`config.mk`:
```
export PLATFORM = sky130hd
export DESIGN_NAME = prc_ctrl
export DESIGN_NICKNAME = d
export VERILOG_FILES = /design/src/design/prc_pkg.sv /design/src/design/prc_ctrl.sv
export SDC_FILE = /design/constraint.sdc
export NUM_CORES = 1
export LEC_CHECK = 0
export ABC_CLOCK_PERIOD_IN_PS = 1600
export BUFFER_PORTS_ARGS = -buffer_cell sky130_fd_sc_hd__clkbuf_2
export CELL_PAD_IN_SITES_DETAIL_PLACEMENT = 2
export CELL_PAD_IN_SITES_GLOBAL_PLACEMENT = 2
export CORE_UTILIZATION = 22
export DETAILED_ROUTE_END_ITERATION = 12
export PLACE_DENSITY = 0.75
export RECOVER_POWER = 50
export SETUP_SLACK_MARGIN = 0.5
export SLEW_MARGIN = 20
export SYNTH_ARGS = -nofsm -noshare
export SYNTH_HDL_FRONTEND = slang
export SYNTH_SLANG_ARGS = --single-unit
```
`constraint.sdc`:
```
create_clock -name clk_i -period 1.6 [get_ports clk_i]
set_input_delay 0.24 -clock clk_i [delete_from_list [all_inputs] [get_ports clk_i]]
set_output_delay 0.24 -clock clk_i [all_outputs]
set_load 0.1 [all_outputs]
```
`src/design/prc_pkg.sv`:
```
package prc_pkg;

  localparam int unsigned InW   = 16;
  localparam int unsigned ExamW = 16;
  localparam int unsigned CntW  = 13;
  localparam int unsigned InMax = 65535;

  // controller -> datapath
  typedef struct packed {
    logic load;      // capture request, reset walk counter and prime count
    logic clr_wr;    // write 0 at walk address, advance
    logic p_init;    // p = 2
    logic p_rd;      // read map at p
    logic p_inc;     // p = p + 1
    logic m_init;    // m = p * p
    logic mark_wr;   // write 1 at m, m = m + p
    logic cnt_init;  // walk address = max(low, 2)
    logic cnt_rd;    // read map at walk address, advance
    logic out_load;  // move result into output register
  } cmd_t;

  // datapath -> controller
  typedef struct packed {
    logic err;
    logic clr_last;
    logic p_sq_gt;
    logic rd_bit;
    logic m_gt;
    logic v_gt;
    logic out_busy;
  } sts_t;

endpackage

```
`src/design/prc_ctrl.sv`:
```
module prc_ctrl (
  input  logic           clk_i,
  input  logic           rst_ni,
  input  logic           in_valid_i,
  output logic           in_ready_o,
  input  prc_pkg::sts_t  sts_i,
  output prc_pkg::cmd_t  cmd_o
);

  typedef enum logic [3:0] {
    S_IDLE,
    S_START,
    S_CLEAR,
    S_SIEVE_P,
    S_SIEVE_W,
    S_MARK,
    S_COUNT,
    S_DRAIN,
    S_DONE
  } state_e;

  state_e state_q, state_d;

  assign in_ready_o = (state_q == S_IDLE);

  always_comb begin
    cmd_o   = '0;
    state_d = state_q;
    case (state_q)
      S_IDLE: begin
        if (in_valid_i) begin
          cmd_o.load = 1'b1;
          state_d    = S_START;
        end
      end
      S_START: begin
        state_d = sts_i.err ? S_DONE : S_CLEAR;
      end
      S_CLEAR: begin
        cmd_o.clr_wr = 1'b1;
        if (sts_i.clr_last) begin
          cmd_o.p_init = 1'b1;
          state_d      = S_SIEVE_P;
        end
      end
      S_SIEVE_P: begin
        if (sts_i.p_sq_gt) begin
          cmd_o.cnt_init = 1'b1;
          state_d        = S_COUNT;
        end else begin
          cmd_o.p_rd = 1'b1;
          state_d    = S_SIEVE_W;
        end
      end
      S_SIEVE_W: begin
        if (sts_i.rd_bit) begin
          cmd_o.p_inc = 1'b1;
          state_d     = S_SIEVE_P;
        end else begin
          cmd_o.m_init = 1'b1;
          state_d      = S_MARK;
        end
      end
      S_MARK: begin
        if (sts_i.m_gt) begin
          cmd_o.p_inc = 1'b1;
          state_d     = S_SIEVE_P;
        end else begin
          cmd_o.mark_wr = 1'b1;
        end
      end
      S_COUNT: begin
        if (sts_i.v_gt) begin
          state_d = S_DRAIN;
        end else begin
          cmd_o.cnt_rd = 1'b1;
        end
      end
      S_DRAIN: begin
        state_d = S_DONE;
      end
      S_DONE: begin
        if (!sts_i.out_busy) begin
          cmd_o.out_load = 1'b1;
          state_d        = S_IDLE;
        end
      end
      default: begin
        state_d = S_IDLE;
      end
    endcase
  end

  always_ff @(posedge clk_i or negedge rst_ni) begin
    if (!rst_ni) begin
      state_q <= S_IDLE;
    end else begin
      state_q <= state_d;
    end
  end

endmodule

```
Word-level counts from Yosys, hierarchy flattened
Cells that the tools add are included.

word-level totals
  input bits = 10
  output and inout port bits = 11
  logic and storage cells = 44
  register bits = 4

operators by class
  mux-type cells = 28
  reductions and logical operators = 2
  equal/unequal tests = 13

operators with widths
  kind                                            number
  one-hot mux 4 bit (9 select lines)              1
  two-way mux 4 bit                               6
  two-way mux 1 bit                               17
  == test 4 x 3 -> 1 bit (second input constant)  4
  != test 2 bit (second input constant)           5
  == test 4 x 2 -> 1 bit (second input constant)  2
  AND reduction 5 bit                             1
  == test 4 x 1 -> 1 bit (second input constant)  1
  == test 4 bit (second input constant)           1
  zero test 4 bit                                 1
  two-way mux 2 bit                               2
  two-way mux 3 bit                               1
  one-hot mux 1 bit (2 select lines)              1

Logic depth before layout (Yosys ltp)
  depth after elaboration = 3
  mapped depth = 5
  depth with buffers taken out = 4

Worst setup path after synthesis
Ideal clock, no wire load.

  kind = register -> output
  from = register state_q[1]
  to = output port cmd_o[9] (netlist bit)
  arrival = 4.602 ns
  data required time = 1.360 ns
  buffers on the path = 1
  cell stages (with the launch flop) = 4
  setup slack = -3.242 ns
  path through = dfrtp_1 -> clkbuf_1 -> nor4_1 -> and2_1

RTL lines
  item                      line            text
  start: declaration        prc_ctrl.sv:22  state_e state_q, state_d;
  start signal: assignment  prc_ctrl.sv:98  state_q <= state_d;
  end: declaration          prc_ctrl.sv:7   output prc_pkg::cmd_t cmd_o

==> impl_metrics.json <==
{
  "tns_ns": -1.24,
  "swShare": 0.552,
  "synth_cell_types": 29,
  "fin_skew_ns": 0.00799,
  "comb_power_share": 0.839,
  "final_nets": 105,
  "cts_root_buf": "clkbuf_4",
  "htree_levels": 1,
  "core_um2": 1750,
  "holdPathStages": 3,
  "crit_buf_inv": 1,
  "tightest_slew_ns": 0.303,
  "yosysWarnings": 0,
  "drive_gt1_frac": 0.755,
  "fin_crit_sh": 1.11,
  "place_ws_ns": 0.00137,
  "cts_made_buffers": 3,
  "placementRows": 15,
  "seqPwrFrac": 0.097,
  "antenna_found_initial": 0,
  "cts_tree": "done",
  "area_growth_pct": 162,
  "critPathArrivalTime_ns": 1.54,
  "slew_headroom": 0.797,
  "cts_buffer_depth": 2,
  "dieArea_um2": 2070,
  "largest_register_ff_count": 4,
  "drc": 0,
  "grt_pass1_vias": 655,
  "place_inst": 104,
  "hp-class": "primary input to flip-flop",
  "synth-edff-count": 0,
  "worst_slack_ns": -0.180,
  "vias_per_cell": 5.34,
  "die_h_um": 45.5,
  "n_antenna_cell": 0,
  "netlist_instances": 55,
  "yosysMostFrequentCell": "nor2_1",
  "final_cells": 119,
  "maxCapViolCount": 0,
  "cp_slowest_cell": "dfrtp_2",
  "power.internal_mw": 1.12,
  "synth-seq-cells": 4,
  "first_iter_violations": 5,
  "critPathKind": "flip-flop to output pin",
  "drv_slew": 0,
  "max-vdd-ir-drop_mv": 1.03,
  "regMostFlops": "state_q",
  "numPortBuffers": 20,
  "netlist.area_leader.share": 0.240,
  "vias": 636,
  "cpPeakStageDelay_ns": 0.47,
  "switching_power_mw": 1.38,
  "cp-start-kind": "flip-flop",
  "clkPwrFrac": 0.065,
  "setup_viol": 13,
  "final-hold-violation-count": 0,
  "io_pins": 21,
  "largest_registers": "state_q x4",
  "avgSynthCellArea_um2": 7.58,
  "initial_core_util": 0.239,
  "rr_worst_depth": 6,
  "yosys-top-cells-area": "dfrtp_1, nor2_1, nor3b_1, o21ai_0, nor4_1",
  "crit_chain": "or3_4 -> nor3_4 -> buf_12",
  "die_w_um": 45.5,
  "wl_per_cell_um": 23.7,
  "finalPower_mw": 2.51,
  "ant_nets": 0,
  "p_leak_nw": 0.455,
  "clk_latency_ns": 0.26,
  "dr.pass1.iters": 4,
  "syn-num-nets": 65,
  "async_reset_ff_frac": 1.00,
  "crit_required_ns": 1.36,
  "synthFlopType": "dfrtp_1",
  "track_usage": 0.244,
  "cp-end-kind": "output pin",
  "numClockSinks": 4,
  "syn_area_um2": 417,
  "grt_pass1_wl_mm": 3.33,
  "wl_mm": 2.82,
  "power_per_cell_area_nw_per_um2": 2300,
  "path_clk_slew_ns": 0.05,
  "rsz0062_at_grt": "true",
  "yosysSeqAreaShare": 0.240,
  "violations": "negative setup slack",
  "status": "finished with violations",
  "place_hpwl_mm": 1.50,
  "overflow": 0,
  "finalCriticalPeriod_ns": 1.78,
  "path_depth": 3,
  "gp_congestion": 0.770,
  "path_delay_family": "simple AND/OR/NAND/NOR gates",
  "max_freq_mhz": 562,
  "worst-path-max-fanout": 7,
  "yosys.area.top_type": "dfrtp_1",
  "grt_max_degree": 11,
  "fin_hold_ws_ns": 0.343,
  "ys_top_cells_by_count": "nor2_1, dfrtp_1, nand2_1, o21ai_0"
}
==> cells by family (layout without fill, tap and decap cells) <==
family	after synthesis	after routing	synth area share
DFF	4	4	0.240
buffers and inverters	7	46	0.0901
xor gates and xnor gates	1	1	0.0210
and+or+nand+nor	28	28	0.390
AOI/OAI and AO/OA	13	13	0.207
muxes	2	2	0.0511
==> worst paths after layout <==
check,startpoint,to,slack (ns)
min,in_valid_i,state_q[2],0.34
max,state_q[1],cmd_o[0],-0.18
max reg2reg,state_q[3],state_q[1],-0.11
min reg2reg,state_q[2],state_q[3],0.72
min in group asynchronous,rst_ni,state_q[1],0.37
max in group asynchronous,rst_ni,state_q[3],0.99
==> cell usage in the layout (no fill, tap or decap), types with 2 or more instances in the layout <==
cell      instances
buf_12           11
buf_4            10
clkbuf_2          8
buf_6             8
nor4_4            3
nor2_4            3
nand2_4           3
nor2_1            3
clkbuf_4          3
dfrtp_2           3
and2_4            2
o21ai_1           2
a21oi_1           2
o21ai_0           2
clkbuf_1          2
==> per-layer routing <==
layer  vias to the layer above  wire length, um  track usage
met1                       322             1080        0.249
met4                         0               65        0.115
met5                         -                0            0
li1                        280                -            -
met2                        28             1530        0.477
met3                         6              146       0.0317
==> what timing repair did <==
action,4_1_cts,5_1_grt
resized for setup,11,21
endpoints found under the setup margin,15,15
hold buffers,1,0
pin swaps,5,10
buffers inserted,4,5
cloned,0,1
endpoints found under the hold margin,4,0
==> worst reg2reg max path, delay by kind of cell, from the launching register on <==
family                 cells  cell delay (ns)
DFF                        1             0.45
AOI/OAI and AO/OA          1             0.16
muxes                      1             0.34
and+or+nand+nor            2             0.36
buffers and inverters      2             0.30
==> power by group through the flow <==
stage                     registers, mW  logic (mW)  clock network, mW
final                             0.242        2.10              0.162
after floorplan                   0.191        1.20                  0
after global placement            0.208        1.64                  0
after CTS                         0.221        1.82              0.150
after detailed placement          0.214        1.70                  0
after global routing              0.244        2.18              0.166
==> metrics by stage <==
step,instance area (um^2),utilization
floorplan,553,-
global placement,862,0.494
detailed placement,862,0.494
CTS,962,0.551
global route,1090,0.625
finish,1090,0.625
==> cell type report <==
cell class,count,area [um^2]
fill,158,654
multi-input combinational,44,473
timing repair buffer,40,444
sequential,4,104
tap,25,31.3
clock buffer,4,26.3
inverter,2,12.5
Note: power is estimated with default switching activity, not from simulation.
